### config.mk
export PLATFORM = sky130hd
export DESIGN_NAME = pwm_timer_with_prescaler_core_flat
export DESIGN_NICKNAME = d
export VERILOG_FILES = /design/src/sv/pwmt_pkg.sv /design/src/sv/pwmt_ifs.sv /design/src/sv/pwm_timer_with_prescaler_core.sv /design/src/sv/pwmt_in_stage.sv /design/src/sv/pwmt_state.sv /design/src/sv/pwmt_out_stage.sv /design/src/flat_wrapper.sv
export SDC_FILE = /design/constraint.sdc
export NUM_CORES = 1
export LEC_CHECK = 0
export BUFFER_PORTS_ARGS = -buffer_cell sky130_fd_sc_hd__buf_4
export CORE_MARGIN = 5
export CORE_UTILIZATION = 60
export CTS_BUF_LIST = sky130_fd_sc_hd__clkbuf_16
export DETAILED_ROUTE_END_ITERATION = 10
export PLACE_DENSITY = 0.81
export SLEW_MARGIN = 5
export SYNTH_ARGS = -nofsm -noshare
export SYNTH_HDL_FRONTEND = slang
export SYNTH_SLANG_ARGS = --single-unit
### constraint.sdc
create_clock -name clk -period 7.4 [get_ports clk]
set_input_delay 0.74 -clock clk [delete_from_list [all_inputs] [get_ports clk]]
set_output_delay 0.74 -clock clk [all_outputs]
set_load 0.1 [all_outputs]
### src/sv/pwmt_pkg.sv
`timescale 1ns / 1ps

package pwmt_pkg;

    // Item kinds
    localparam logic [1:0] KIND_TICK  = 2'd0;
    localparam logic [1:0] KIND_WRITE = 2'd1;
    localparam logic [1:0] KIND_READ  = 2'd2;

    // Register indexes
    localparam logic [3:0] REG_CTRL     = 4'd0;
    localparam logic [3:0] REG_STATUS   = 4'd1;
    localparam logic [3:0] REG_EVENT    = 4'd2;
    localparam logic [3:0] REG_MODE     = 4'd3;
    localparam logic [3:0] REG_CHAN     = 4'd4;
    localparam logic [3:0] REG_COUNT    = 4'd5;
    localparam logic [3:0] REG_PRESCALE = 4'd6;
    localparam logic [3:0] REG_RELOAD   = 4'd7;
    localparam logic [3:0] REG_COMPARE  = 4'd8;
    localparam logic [3:0] REG_OUTEN    = 4'd9;

    // Output compare modes
    localparam logic [2:0] MODE_PWM1 = 3'b110;
    localparam logic [2:0] MODE_PWM2 = 3'b111;

    // Bit positions inside registers
    localparam int CTRL_BUF_BIT  = 7;
    localparam int MODE_BUF_BIT  = 3;
    localparam int MODE_LSB      = 4;
    localparam int OUTEN_BIT     = 15;

    typedef struct packed {
        logic [1:0]  kind;
        logic [3:0]  reg_select;
        logic [15:0] write_data;
    } cmd_t;

    typedef struct packed {
        logic [15:0] read_data;
        logic        pwm_level;
        logic        update_pending;
    } rsp_t;

    // Pipeline control between the input stage and the rest
    typedef struct packed {
        logic valid;
        cmd_t cmd;
    } stage_t;

endpackage

### src/sv/pwmt_ifs.sv
`timescale 1ns / 1ps

// Command channel: one tick, register write or register read per item
interface pwmt_cmd_if;
    logic        valid;
    logic        ready;
    logic [1:0]  kind;
    logic [3:0]  reg_select;
    logic [15:0] write_data;

    modport source (output valid, kind, reg_select, write_data, input ready);
    modport sink   (input valid, kind, reg_select, write_data, output ready);
endinterface

// Response channel: one result item per command item
interface pwmt_rsp_if;
    logic        valid;
    logic        ready;
    logic [15:0] read_data;
    logic        pwm_level;
    logic        update_pending;

    modport source (output valid, read_data, pwm_level, update_pending, input ready);
    modport sink   (input valid, read_data, pwm_level, update_pending, output ready);
endinterface

### src/sv/pwm_timer_with_prescaler_core.sv
`timescale 1ns / 1ps

// Up-counting timer with prescaler, buffered reload/compare and one PWM output.
// cmd channel: each item is a tick (kind 0), a register write (kind 1) or a
// register read (kind 2), with reg_select and write_data.
// rsp channel: exactly one item per cmd item, in order: read_data (zero
// unless a read), pwm_level and update_pending as they stand after the item.
// An accepted item passes the input register, then the state update into the
// result register, before its result shows on rsp.
// Throughput: one item per cycle while rsp does not stall; all state updates for
// an item settle in combinational logic between the input and result registers.
// Reset (rst_n low, asynchronous) returns all state registers to their reset
// values: counter off, reload all ones, everything else zero. No clear pass.
// When rsp stalls, the result register holds and the input register still
// takes one more item; cmd.ready drops only when both are full.
// COUNT_WIDTH (8 to 32) sets the width of count, reload and compare; reads
// return their low 16 bits.
module pwm_timer_with_prescaler_core
#(
    parameter int COUNT_WIDTH = 16
)
(
    input  logic              clk,
    input  logic              rst_n,
    pwmt_cmd_if.sink          cmd,
    pwmt_rsp_if.source        rsp
);

    pwmt_pkg::cmd_t   cmd_in;
    pwmt_pkg::stage_t stage;
    pwmt_pkg::rsp_t   core_rsp;
    pwmt_pkg::rsp_t   out_rsp;
    logic             advance;
    logic             apply;

    assign cmd_in.kind       = cmd.kind;
    assign cmd_in.reg_select = cmd.reg_select;
    assign cmd_in.write_data = cmd.write_data;

    // Item is applied when its result has room to land
    assign apply = stage.valid && advance;

    pwmt_in_stage u_in_stage
    (
        .clk      (clk),
        .rst_n    (rst_n),
        .advance  (advance),
        .in_valid (cmd.valid),
        .in_ready (cmd.ready),
        .in_cmd   (cmd_in),
        .stage    (stage)
    );

    pwmt_state #(.COUNT_WIDTH(COUNT_WIDTH)) u_state
    (
        .clk   (clk),
        .rst_n (rst_n),
        .apply (apply),
        .cmd   (stage.cmd),
        .rsp   (core_rsp)
    );

    pwmt_out_stage u_out_stage
    (
        .clk        (clk),
        .rst_n      (rst_n),
        .load_valid (stage.valid),
        .load_rsp   (core_rsp),
        .advance    (advance),
        .out_valid  (rsp.valid),
        .out_ready  (rsp.ready),
        .out_rsp    (out_rsp)
    );

    assign rsp.read_data      = out_rsp.read_data;
    assign rsp.pwm_level      = out_rsp.pwm_level;
    assign rsp.update_pending = out_rsp.update_pending;

endmodule

### src/sv/pwmt_in_stage.sv
`timescale 1ns / 1ps

// Input register: holds one command item until the core can apply it
module pwmt_in_stage
(
    input  logic              clk,
    input  logic              rst_n,
    input  logic              advance,
    input  logic              in_valid,
    output logic              in_ready,
    input  pwmt_pkg::cmd_t    in_cmd,
    output pwmt_pkg::stage_t  stage
);

    logic           valid_reg;
    logic           valid_next;
    pwmt_pkg::cmd_t cmd_reg;

    // Slot frees up whenever its item moves on this cycle
    assign in_ready   = !valid_reg || advance;
    assign valid_next = in_ready ? in_valid : valid_reg;

    always_ff @(posedge clk or negedge rst_n)
    begin
        if (!rst_n)
        begin
            valid_reg <= 1'b0;
        end
        else
        begin
            valid_reg <= valid_next;
        end
    end

    always_ff @(posedge clk)
    begin
        if (in_ready && in_valid)
        begin
            cmd_reg <= in_cmd;
        end
    end

    assign stage.valid = valid_reg;
    assign stage.cmd   = cmd_reg;

endmodule

### src/sv/pwmt_state.sv
`timescale 1ns / 1ps

// Timer state, register file and output level; applies one item per cycle while apply is high
module pwmt_state
#(
    parameter int COUNT_WIDTH = 16
)
(
    input  logic             clk,
    input  logic             rst_n,
    input  logic             apply,
    input  pwmt_pkg::cmd_t   cmd,
    output pwmt_pkg::rsp_t   rsp
);

    logic                   counter_enable_reg, counter_enable_next;
    logic                   reload_buffered_reg, reload_buffered_next;
    logic [15:0]            prescale_written_reg, prescale_written_next;
    logic [15:0]            prescale_active_reg, prescale_active_next;
    logic [15:0]            prescale_count_reg, prescale_count_next;
    logic [COUNT_WIDTH-1:0] main_count_reg, main_count_next;
    logic [COUNT_WIDTH-1:0] reload_written_reg, reload_written_next;
    logic [COUNT_WIDTH-1:0] reload_active_reg, reload_active_next;
    logic [COUNT_WIDTH-1:0] compare_written_reg, compare_written_next;
    logic [COUNT_WIDTH-1:0] compare_active_reg, compare_active_next;
    logic [2:0]             output_mode_reg, output_mode_next;
    logic                   compare_buffered_reg, compare_buffered_next;
    logic                   channel_on_reg, channel_on_next;
    logic                   polarity_low_reg, polarity_low_next;
    logic                   outputs_on_reg, outputs_on_next;
    logic                   update_flag_reg, update_flag_next;

    logic                   do_update;
    logic [15:0]            read_value;
    logic [31:0]            wdata_ext;
    logic [COUNT_WIDTH-1:0] wdata_cnt;
    logic [31:0]            count_ext;
    logic [31:0]            reload_ext;
    logic [31:0]            compare_ext;
    logic                   ref_level;

    assign wdata_ext   = 32'(cmd.write_data);
    assign wdata_cnt   = wdata_ext[COUNT_WIDTH-1:0];
    assign count_ext   = 32'(main_count_reg);
    assign reload_ext  = 32'(reload_written_reg);
    assign compare_ext = 32'(compare_written_reg);

    // Next state: tick, write or read, then the update event copies
    always_comb
    begin
        counter_enable_next   = counter_enable_reg;
        reload_buffered_next  = reload_buffered_reg;
        prescale_written_next = prescale_written_reg;
        prescale_active_next  = prescale_active_reg;
        prescale_count_next   = prescale_count_reg;
        main_count_next       = main_count_reg;
        reload_written_next   = reload_written_reg;
        reload_active_next    = reload_active_reg;
        compare_written_next  = compare_written_reg;
        compare_active_next   = compare_active_reg;
        output_mode_next      = output_mode_reg;
        compare_buffered_next = compare_buffered_reg;
        channel_on_next       = channel_on_reg;
        polarity_low_next     = polarity_low_reg;
        outputs_on_next       = outputs_on_reg;
        update_flag_next      = update_flag_reg;
        do_update             = 1'b0;
        read_value            = 16'd0;

        if (apply)
        begin
            case (cmd.kind)
                pwmt_pkg::KIND_TICK:
                begin
                    if (counter_enable_reg)
                    begin
                        if (prescale_count_reg >= prescale_active_reg)
                        begin
                            prescale_count_next = 16'd0;
                            if (main_count_reg == reload_active_reg)
                            begin
                                main_count_next = '0;
                                do_update       = 1'b1;
                            end
                            else
                            begin
                                main_count_next = main_count_reg
                                    + {{(COUNT_WIDTH-1){1'b0}}, 1'b1};
                            end
                        end
                        else
                        begin
                            prescale_count_next = prescale_count_reg + 16'd1;
                        end
                    end
                end
                pwmt_pkg::KIND_WRITE:
                begin
                    case (cmd.reg_select)
                        pwmt_pkg::REG_CTRL:
                        begin
                            counter_enable_next  = cmd.write_data[0];
                            reload_buffered_next = cmd.write_data[pwmt_pkg::CTRL_BUF_BIT];
                        end
                        pwmt_pkg::REG_STATUS:
                        begin
                            if (!cmd.write_data[0])
                            begin
                                update_flag_next = 1'b0;
                            end
                        end
                        pwmt_pkg::REG_EVENT:
                        begin
                            if (cmd.write_data[0])
                            begin
                                main_count_next     = '0;
                                prescale_count_next = 16'd0;
                                do_update           = 1'b1;
                            end
                        end
                        pwmt_pkg::REG_MODE:
                        begin
                            output_mode_next =
                                cmd.write_data[pwmt_pkg::MODE_LSB +: 3];
                            compare_buffered_next =
                                cmd.write_data[pwmt_pkg::MODE_BUF_BIT];
                        end
                        pwmt_pkg::REG_CHAN:
                        begin
                            channel_on_next   = cmd.write_data[0];
                            polarity_low_next = cmd.write_data[1];
                        end
                        pwmt_pkg::REG_COUNT:
                        begin
                            main_count_next = wdata_cnt;
                        end
                        pwmt_pkg::REG_PRESCALE:
                        begin
                            prescale_written_next = cmd.write_data;
                        end
                        pwmt_pkg::REG_RELOAD:
                        begin
                            reload_written_next = wdata_cnt;
                            if (!reload_buffered_reg)
                            begin
                                reload_active_next = wdata_cnt;
                            end
                        end
                        pwmt_pkg::REG_COMPARE:
                        begin
                            compare_written_next = wdata_cnt;
                            if (!compare_buffered_reg)
                            begin
                                compare_active_next = wdata_cnt;
                            end
                        end
                        pwmt_pkg::REG_OUTEN:
                        begin
                            outputs_on_next = cmd.write_data[pwmt_pkg::OUTEN_BIT];
                        end
                        default:
                        begin
                        end
                    endcase
                end
                pwmt_pkg::KIND_READ:
                begin
                    case (cmd.reg_select)
                        pwmt_pkg::REG_CTRL:
                            read_value = {8'd0, reload_buffered_reg, 6'd0,
                                          counter_enable_reg};
                        pwmt_pkg::REG_STATUS:
                            read_value = {15'd0, update_flag_reg};
                        pwmt_pkg::REG_MODE:
                            read_value = {9'd0, output_mode_reg, compare_buffered_reg,
                                          3'd0};
                        pwmt_pkg::REG_CHAN:
                            read_value = {14'd0, polarity_low_reg, channel_on_reg};
                        pwmt_pkg::REG_COUNT:
                            read_value = count_ext[15:0];
                        pwmt_pkg::REG_PRESCALE:
                            read_value = prescale_written_reg;
                        pwmt_pkg::REG_RELOAD:
                            read_value = reload_ext[15:0];
                        pwmt_pkg::REG_COMPARE:
                            read_value = compare_ext[15:0];
                        pwmt_pkg::REG_OUTEN:
                            read_value = {outputs_on_reg, 15'd0};
                        default:
                            read_value = 16'd0;
                    endcase
                end
                default:
                begin
                end
            endcase
        end

        // Update event: latch shadow copies and raise the flag
        if (do_update)
        begin
            prescale_active_next = prescale_written_reg;
            if (reload_buffered_reg)
            begin
                reload_active_next = reload_written_reg;
            end
            if (compare_buffered_reg)
            begin
                compare_active_next = compare_written_reg;
            end
            update_flag_next = 1'b1;
        end
    end

    // Output level from the state after this item
    always_comb
    begin
        case (output_mode_next)
            pwmt_pkg::MODE_PWM1: ref_level = (main_count_next < compare_active_next);
            pwmt_pkg::MODE_PWM2: ref_level = (main_count_next >= compare_active_next);
            default:             ref_level = 1'b0;
        endcase
    end

    assign rsp.read_data      = read_value;
    assign rsp.pwm_level      = channel_on_next && outputs_on_next
                                && (ref_level ^ polarity_low_next);
    assign rsp.update_pending = update_flag_next;

    always_ff @(posedge clk or negedge rst_n)
    begin
        if (!rst_n)
        begin
            counter_enable_reg   <= 1'b0;
            reload_buffered_reg  <= 1'b0;
            prescale_written_reg <= 16'd0;
            prescale_active_reg  <= 16'd0;
            prescale_count_reg   <= 16'd0;
            main_count_reg       <= '0;
            reload_written_reg   <= '1;
            reload_active_reg    <= '1;
            compare_written_reg  <= '0;
            compare_active_reg   <= '0;
            output_mode_reg      <= 3'd0;
            compare_buffered_reg <= 1'b0;
            channel_on_reg       <= 1'b0;
            polarity_low_reg     <= 1'b0;
            outputs_on_reg       <= 1'b0;
            update_flag_reg      <= 1'b0;
        end
        else
        begin
            counter_enable_reg   <= counter_enable_next;
            reload_buffered_reg  <= reload_buffered_next;
            prescale_written_reg <= prescale_written_next;
            prescale_active_reg  <= prescale_active_next;
            prescale_count_reg   <= prescale_count_next;
            main_count_reg       <= main_count_next;
            reload_written_reg   <= reload_written_next;
            reload_active_reg    <= reload_active_next;
            compare_written_reg  <= compare_written_next;
            compare_active_reg   <= compare_active_next;
            output_mode_reg      <= output_mode_next;
            compare_buffered_reg <= compare_buffered_next;
            channel_on_reg       <= channel_on_next;
            polarity_low_reg     <= polarity_low_next;
            outputs_on_reg       <= outputs_on_next;
            update_flag_reg      <= update_flag_next;
        end
    end

    // The flag only drops through a status write
    assert property (@(posedge clk) disable iff (!rst_n)
        $fell(update_flag_reg) |->
            $past(apply && cmd.kind == pwmt_pkg::KIND_WRITE
                  && cmd.reg_select == pwmt_pkg::REG_STATUS))
        else $error("update flag cleared without a status write");

    // Nothing changes the count without an applied item
    assert property (@(posedge clk) disable iff (!rst_n)
        !apply |=> $stable(main_count_reg) && $stable(prescale_count_reg))
        else $error("count moved with no item applied");

    // A forced update zeroes both counters and sets the flag
    assert property (@(posedge clk) disable iff (!rst_n)
        apply && cmd.kind == pwmt_pkg::KIND_WRITE
            && cmd.reg_select == pwmt_pkg::REG_EVENT && cmd.write_data[0]
        |=> main_count_reg == '0 && prescale_count_reg == 16'd0 && update_flag_reg)
        else $error("forced update did not restart the counter");

    // Read data is zero for anything but a read
    assert property (@(posedge clk) disable iff (!rst_n)
        rsp.read_data != 16'd0 |-> apply && cmd.kind == pwmt_pkg::KIND_READ)
        else $error("read data driven on a non-read item");

endmodule

### src/sv/pwmt_out_stage.sv
`timescale 1ns / 1ps

// Result register: holds one result item until the receiver takes it
module pwmt_out_stage
(
    input  logic            clk,
    input  logic            rst_n,
    input  logic            load_valid,
    input  pwmt_pkg::rsp_t  load_rsp,
    output logic            advance,
    output logic            out_valid,
    input  logic            out_ready,
    output pwmt_pkg::rsp_t  out_rsp
);

    logic           valid_reg;
    logic           valid_next;
    pwmt_pkg::rsp_t rsp_reg;

    // Register may reload when empty or being emptied this cycle
    assign advance    = !valid_reg || out_ready;
    assign valid_next = advance ? load_valid : valid_reg;

    always_ff @(posedge clk or negedge rst_n)
    begin
        if (!rst_n)
        begin
            valid_reg <= 1'b0;
        end
        else
        begin
            valid_reg <= valid_next;
        end
    end

    always_ff @(posedge clk)
    begin
        if (advance && load_valid)
        begin
            rsp_reg <= load_rsp;
        end
    end

    assign out_valid = valid_reg;
    assign out_rsp   = rsp_reg;

endmodule

### src/flat_wrapper.sv
// flat-port wrapper written by rule: the top's interface ports become plain ports
module pwm_timer_with_prescaler_core_flat 
#(
    parameter int COUNT_WIDTH = 16
)
  (clk, rst_n, cmd_valid, cmd_kind, cmd_reg_select, cmd_write_data, cmd_ready, rsp_valid, rsp_read_data, rsp_pwm_level, rsp_update_pending, rsp_ready);
  pwmt_cmd_if cmd_i ();
  pwmt_rsp_if rsp_i ();
  input  logic clk;
  input  logic rst_n;
  input wire logic [$bits(cmd_i.valid)-1:0] cmd_valid;
  input wire logic [$bits(cmd_i.kind)-1:0] cmd_kind;
  input wire logic [$bits(cmd_i.reg_select)-1:0] cmd_reg_select;
  input wire logic [$bits(cmd_i.write_data)-1:0] cmd_write_data;
  output wire logic [$bits(cmd_i.ready)-1:0] cmd_ready;
  output wire logic [$bits(rsp_i.valid)-1:0] rsp_valid;
  output wire logic [$bits(rsp_i.read_data)-1:0] rsp_read_data;
  output wire logic [$bits(rsp_i.pwm_level)-1:0] rsp_pwm_level;
  output wire logic [$bits(rsp_i.update_pending)-1:0] rsp_update_pending;
  input wire logic [$bits(rsp_i.ready)-1:0] rsp_ready;
  assign cmd_i.valid = cmd_valid;
  assign cmd_i.kind = cmd_kind;
  assign cmd_i.reg_select = cmd_reg_select;
  assign cmd_i.write_data = cmd_write_data;
  assign cmd_ready = cmd_i.ready;
  assign rsp_valid = rsp_i.valid;
  assign rsp_read_data = rsp_i.read_data;
  assign rsp_pwm_level = rsp_i.pwm_level;
  assign rsp_update_pending = rsp_i.update_pending;
  assign rsp_i.ready = rsp_ready;
  pwm_timer_with_prescaler_core #(.COUNT_WIDTH(COUNT_WIDTH)) u_core (.clk(clk), .rst_n(rst_n), .cmd(cmd_i), .rsp(rsp_i));
endmodule
==> flow_metrics.env, run 1 <==
export IMPL_synth_edf_count=40
export IMPL_syn2layout_area_growth_pct=10.61
export IMPL_seq_area_frac_synth=0.4867
export IMPL_slew_violations=0
export IMPL_critPathTopFamily="compound AO/OA/AOI/OAI gates"
export IMPL_fp_coreArea_mm2=0.01589
export IMPL_slew_headroom=0.2635
export IMPL_rows=46
export IMPL_finalNetCount=979
export IMPL_gp_congestion=0.9742
export IMPL_post_cts_setup_buffers=0
export IMPL_clockBufferDepth=2
export IMPL_die_w_um=137.5
export IMPL_stdcell_count=1147
export IMPL_drt_pass1_iterations=6
export IMPL_vias_per_cell=6.915
export IMPL_path_buf_inv=1
export IMPL_cap_violations=0
export IMPL_path_cells="xor2_1 > nor4_1 > and4_1 > o311a_1 > buf_4 > o21ai_0 > a31o_2 > ha_1 > a21oi_1 > o21a_1 > a2bb2oi_1 > a41oi_1 > a21oi_1 > and3b_1"
export IMPL_clkSinkCount=180
export IMPL_pre_cts_slack_ns=2.569
export IMPL_post_dp_hpwl_um=19430
export IMPL_antenna_found_initial=0
export IMPL_hold_ws_ns=0.3495
export IMPL_cp_end_kind="flop"
export IMPL_period_needed_ns=5.013
export IMPL_die_area_mm2=0.01890
export IMPL_synth_most_common_cell="dfrtp_1"
export IMPL_worstMarginPinSlew_ns=1.102
export IMPL_post_route_period_util=0.6775
export IMPL_cts_htree_levels=4
export IMPL_port_buffers=45
export IMPL_ctsRootBufferMaster="clkbuf_16"
export IMPL_rsz0062_at_grt="false"
export IMPL_slowest_stage="and4_1"
export IMPL_cts_made_buffers=17
export IMPL_setup_violations_final=0
export IMPL_rrSetupSlack_ns=2.39
export IMPL_hold_violations=0
export IMPL_clk_pin_slew_ns=0.07
export IMPL_syn_inst=909
export IMPL_cts_tree="built"
export IMPL_totalWireLength_um=28320
export IMPL_worstSetupStartpointType="flop"
export IMPL_holdBufCountCts=0
export IMPL_finish_instance_area_mm2=0.01078
export IMPL_dpl_instance_area_mm2=0.01021
export IMPL_grt_overflow=0
export IMPL_dpl_cell_count=1116
export IMPL_syn_area_per_cell_um2=10.73
export IMPL_largest_register_ffs=22
export IMPL_grt_max_degree=88
export IMPL_nFillCells=1242
export IMPL_grt_pass1_vias=7655
export IMPL_synthTopCellsByArea="dfrtp_1, edfxtp_1, dfstp_2"
export IMPL_drive_gt1_frac=0.2202
export IMPL_hold_path_class="input port to asynchronous set/reset pin"
export IMPL_fin_tns_setup_ns=0
export IMPL_yosysWarnings=0
export IMPL_synth_fp_nets=969
export IMPL_grt_pass1_wl_um=44230
export IMPL_start_util=0.6137
export IMPL_critical_path_max_stage_delay_ns=0.76
export IMPL_clkLatencyLatePin_ns=0.44
export IMPL_crit_required_ns=7.59
export IMPL_utilization=0.6789
export IMPL_critPathMaxFanout=17
export IMPL_status="finished clean"
export IMPL_wl_per_cell_um=24.69
export IMPL_p_per_area_mw_per_mm2=274.8
export IMPL_vias=7932
export IMPL_track_usage=0.3136
export IMPL_diodes=0
export IMPL_skew_ns=0.01102
export IMPL_async_flop_share=0.7778
export IMPL_cp_arrival_ns=5.21
export IMPL_die_h_um=137.5
export IMPL_ys_types=67
export IMPL_drtIter0Drc=961
export IMPL_io_pins=46
export IMPL_yosysTopAreaCellShare=0.2772
export IMPL_finalPower_mw=2.963
export IMPL_layout_setup_ws_ns=2.387
export IMPL_ir_drop_uv=206.6
export IMPL_yosysTopAreaCell="dfrtp_1"
export IMPL_ant_nets=0
export IMPL_ys_seq_elements=180
export IMPL_post_cts_resized=0
export IMPL_p_leak_nw=4.687
export IMPL_ys_flop_type="dfrtp_1"
export IMPL_path_class="flop to flop"
export IMPL_fmax_mhz=199.5
export IMPL_drc=0
export IMPL_synth_commonest_cells="dfrtp_1, mux2_2, nand2_1"
export IMPL_path_common_cell="a21oi_1"
export IMPL_synth_area_mm2=0.009749
[metal layers]
layer | global-route usage | up-vias | part of all wire
met4 | 0.1735 | 0 | 0.057
li1 | - | 3486 | -
met1 | 0.4234 | 3894 | 0.40
met5 | 0 | - | 0
met3 | 0.07451 | 98 | 0.089
met2 | 0.4664 | 454 | 0.45
[final cells by class]
class | count | area, um^2 | area share
timing repair buffer | 59 | 446.7 | 0.04142
tap | 216 | 270.3 | 0.02506
sequential | 180 | 4745 | 0.4400
multi-input combinational | 637 | 4661 | 0.4322
clock buffer | 18 | 450.4 | 0.04177
clock inverter | 13 | 121.4 | 0.01125
inverter | 24 | 90.09 | 0.008354
[power breakdown]
group          leakage (nW)  total, mW  internal, mW  switching, mW
registers              2.10       1.36          1.18          0.185
logic                  2.31      0.707         0.301          0.406
clock network         0.277      0.893         0.486          0.407
[cells by family after synthesis]
logic type	share of synthesized area
xor gates and xnor gates	0.02605
muxes	0.06879
buffers and inverters	0.03953
adders and majority gates	0.04363
DFF	0.4867
and+or+nand+nor	0.1391
AOI/OAI and AO/OA	0.1962
[cells in the final DEF (no fill, tap or decap), types with 7 or more instances in the layout]
cell type,count
dfrtp_1,108
buf_4,58
nand2_1,56
mux2_2,56
a21oi_1,49
a31oi_1,40
edfxtp_1,40
and3_1,38
o21ai_0,34
nor2_1,34
ha_1,34
dfstp_2,32
xor2_1,25
inv_1,24
a211oi_1,21
nand3_1,19
nand3b_1,18
a21o_1,18
clkbuf_16,18
a22o_1,17
a31o_2,16
nand4_1,15
a22oi_1,15
a211o_1,12
a222oi_1,9
nor3_1,8
nand2b_1,8
nor2b_1,7
[final timing paths]
kind	from	end	cells after the start
max in group asynchronous	rst_n	u_core.u_state.main_count_reg[12]$_DFF_PN0_	2
min in group clk	cmd_write_data[2]	u_core.u_in_stage.stage[2]$_DFFE_PP_	1
worst max register to register	u_core.u_state.main_count_reg[9]$_DFF_PN0_	u_core.u_out_stage.out_rsp[1]$_DFFE_PP_	14
worst min register to register	u_core.u_state.prescale_active_reg[5]$_DFFE_PN0N_	u_core.u_state.prescale_active_reg[5]$_DFFE_PN0N_	1
worst max-delay path	u_core.u_state.main_count_reg[9]$_DFF_PN0_	u_core.u_out_stage.out_rsp[1]$_DFFE_PP_	14
worst min-delay path	rst_n	u_core.u_state.compare_active_reg[2]$_DFF_PN0_	1
Note: power is estimated with default switching activity, not from simulation.
==> inputs of run 2 (changes only) <==
- CORE_UTILIZATION: 60 -> 56
- PLACE_DENSITY: 0.81 -> 0.8
- clock period: 7.4 -> 4 ns (I/O delays scaled with it)
==> run 2 against run 1 <==
The run now ends with negative setup slack left. Setup slack got worse by 2.5 ns. Register-to-register slack got worse by 2.5 ns. Sequential share of layout area fell by 3.9 points. Power rose by 100%. Fmax rose by 22%. Critical path type unchanged. Largest cell class is now multi-input combinational cells. Highest routed layer unchanged.
==> flow_metrics.env, run 2 (same netlist as run 1, synthesis figures left out) <==
export IMPL_gp_congestion=1.006
export IMPL_largest_register_ffs=22
export IMPL_ant_nets=0
export IMPL_cp_arrival_ns=4.32
export IMPL_cts_htree_levels=4
export IMPL_period_needed_ns=4.107
export IMPL_critPathMaxFanout=8
export IMPL_violations="negative setup slack"
export IMPL_syn2layout_area_growth_pct=21.38
export IMPL_grt_overflow=0
export IMPL_vias=8585
export IMPL_clk_pin_slew_ns=0.08
export IMPL_cts_tree="built"
export IMPL_cap_violations=0
export IMPL_clkLatencyLatePin_ns=0.45
export IMPL_dpl_cell_count=1201
export IMPL_drive_gt1_frac=0.3240
export IMPL_drtIter0Drc=963
export IMPL_cp_end_kind="flop"
export IMPL_rows=48
export IMPL_hold_path_class="input port to asynchronous set/reset pin"
export IMPL_grt_pass1_wl_um=47780
export IMPL_io_pins=46
export IMPL_fin_tns_setup_ns=-0.1069
export IMPL_holdBufCountCts=0
export IMPL_ir_drop_uv=417.4
export IMPL_post_dp_hpwl_um=20670
export IMPL_r2r_start="u_core.u_state.prescale_active_reg[12]$_DFFE_PN0N_"
export IMPL_vias_per_cell=6.835
export IMPL_reg2reg_depth=18
export IMPL_finalPower_mw=5.986
export IMPL_utilization=0.6890
export IMPL_antenna_found_initial=0
export IMPL_drc=0
export IMPL_grt_pass1_vias=8473
export IMPL_grt_max_degree=108
export IMPL_clkSinkCount=180
export IMPL_diodes=0
export IMPL_post_route_period_util=1.027
export IMPL_start_util=0.5676
export IMPL_worstMarginPinSlew_ns=1.081
export IMPL_totalWireLength_um=30960
export IMPL_slew_headroom=0.2788
export IMPL_fmax_mhz=243.5
export IMPL_track_usage=0.3076
export IMPL_crit_required_ns=4.21
export IMPL_status="finished with violations"
export IMPL_layout_setup_ws_ns=-0.1069
export IMPL_die_area_mm2=0.02015
export IMPL_setup_violations_final=1
export IMPL_crit_path_end="u_core.u_out_stage.out_rsp[1]$_DFFE_PP_"
export IMPL_final_common_cell="buf_4"
export IMPL_drt_pass1_iterations=8
export IMPL_rrSetupSlack_ns=-0.11
export IMPL_most_common_layout_cells="buf_4, dfrtp_1, mux2_2"
export IMPL_port_buffers=45
export IMPL_fp_coreArea_mm2=0.01718
export IMPL_rsz0062_at_grt="true"
export IMPL_stdcell_count=1256
export IMPL_nFillCells=1277
export IMPL_p_per_area_mw_per_mm2=505.8
export IMPL_slew_violations=0
export IMPL_die_w_um=141.9
export IMPL_path_class="flop to flop"
export IMPL_finalNetCount=1078
export IMPL_clockBufferDepth=2
export IMPL_die_h_um=141.9
export IMPL_p_leak_nw=5.261
export IMPL_skew_ns=0.01268
export IMPL_cts_made_buffers=17
export IMPL_cp_startpoint="u_core.u_state.prescale_active_reg[12]$_DFFE_PN0N_"
export IMPL_worstSetupStartpointType="flop"
export IMPL_ctsRootBufferMaster="clkbuf_16"
export IMPL_hold_violations=0
export IMPL_rr_endpoint="u_core.u_out_stage.out_rsp[1]$_DFFE_PP_"
export IMPL_wl_per_cell_um=24.65
==> run 2: cell types whose count changed in the layout (fill, tap and decap cells not counted), sizes merged <==
cell	before	now
buf	59	158
clkinv	5	6
inv	29	33
clkbuf	18	17
clkinvlp	2	0
bufinv	1	0
==> run 2: how the worst min path moves through the flow <==
| stage | from | end | slack [ns] |
|---|---|---|---|
| 4_1_cts | cmd_write_data[7] | u_core.u_in_stage.stage[7]$_DFFE_PP_ | 0.12 |
| 2_1_floorplan | rst_n | u_core.u_in_stage.valid_reg$_DFFE_PN0N_ | 0.10 |
| 6_report | rst_n | u_core.u_state.compare_written_reg[4]$_DFFE_PN0P_ | 0.10 |
| 3_5_place_dp | u_core.u_state.compare_written_reg[12]$_DFFE_PN0P_ | u_core.u_state.compare_written_reg[12]$_DFFE_PN0P_ | 0.49 |
| 5_1_grt | cmd_write_data[4] | u_core.u_in_stage.stage[4]$_DFFE_PP_ | 0.11 |
| 3_3_place_gp | u_core.u_state.compare_written_reg[11]$_DFFE_PN0P_ | u_core.u_state.compare_written_reg[11]$_DFFE_PN0P_ | 0.48 |
==> run 2: layer usage <==
metal,GRT usage,vias up,wire length [um]
met1,0.4123,4196,12070
met2,0.4710,560,14110
li1,-,3703,-
met3,0.08333,126,3307
met5,0,-,0
met4,0.1394,0,1473
==> run 2: what timing repair did <==
item / in CTS / in global routing
setup endpoints to repair: 1 / 2
setup buffers: 17 / 6
pin swaps: 18 / 10
gates cloned: 1 / 0
gates resized for setup: 25 / 18
==> run 2: cell type report <==
cell class	count	area, um^2	area share
multi-input combinational	637	4861	0.4108
sequential	180	4745	0.4009
timing repair buffer	158	1250	0.1056
clock buffer	17	425.4	0.03595
tap	225	281.5	0.02379
clock inverter	15	181.4	0.01533
inverter	24	90.09	0.007613
==> run 2: critical path, cell delays in order, from the launching register on <==
cell and delay [ns]:
dfrtp_1 0.36, inv_1 0.06, ha_1 0.30, nand4_1 0.17, nor3_2 0.07, buf_4 0.16, and2_1 0.16, buf_4 0.16
o311ai_4 0.33, buf_12 0.18, buf_4 0.12, nand3b_1 0.11, a31o_2 0.28, ha_1 0.31, nand4_1 0.18, a211o_1 0.36
a31o_2 0.26, a21oi_2 0.11, and3b_1 0.18
==> run 2: per-stage QoR <==
step	area [um^2]	worst slack (ns)	hold WS, ns
after floorplan	9759	0.04355	0.1044
after global placement	10820	-0.01084	0.4833
after detailed placement	10820	-0.1494	0.4913
after CTS	11700	-0.01394	0.1150
after global routing	11830	-0.2199	0.1086
final	11830	-0.1069	0.1038
==> run 2: power by group <==
group	switching [mW]	internal [mW]
Clock	0.856	0.851
Combinational	1.01	0.837
Sequential	0.254	2.18
Total	2.12	3.87
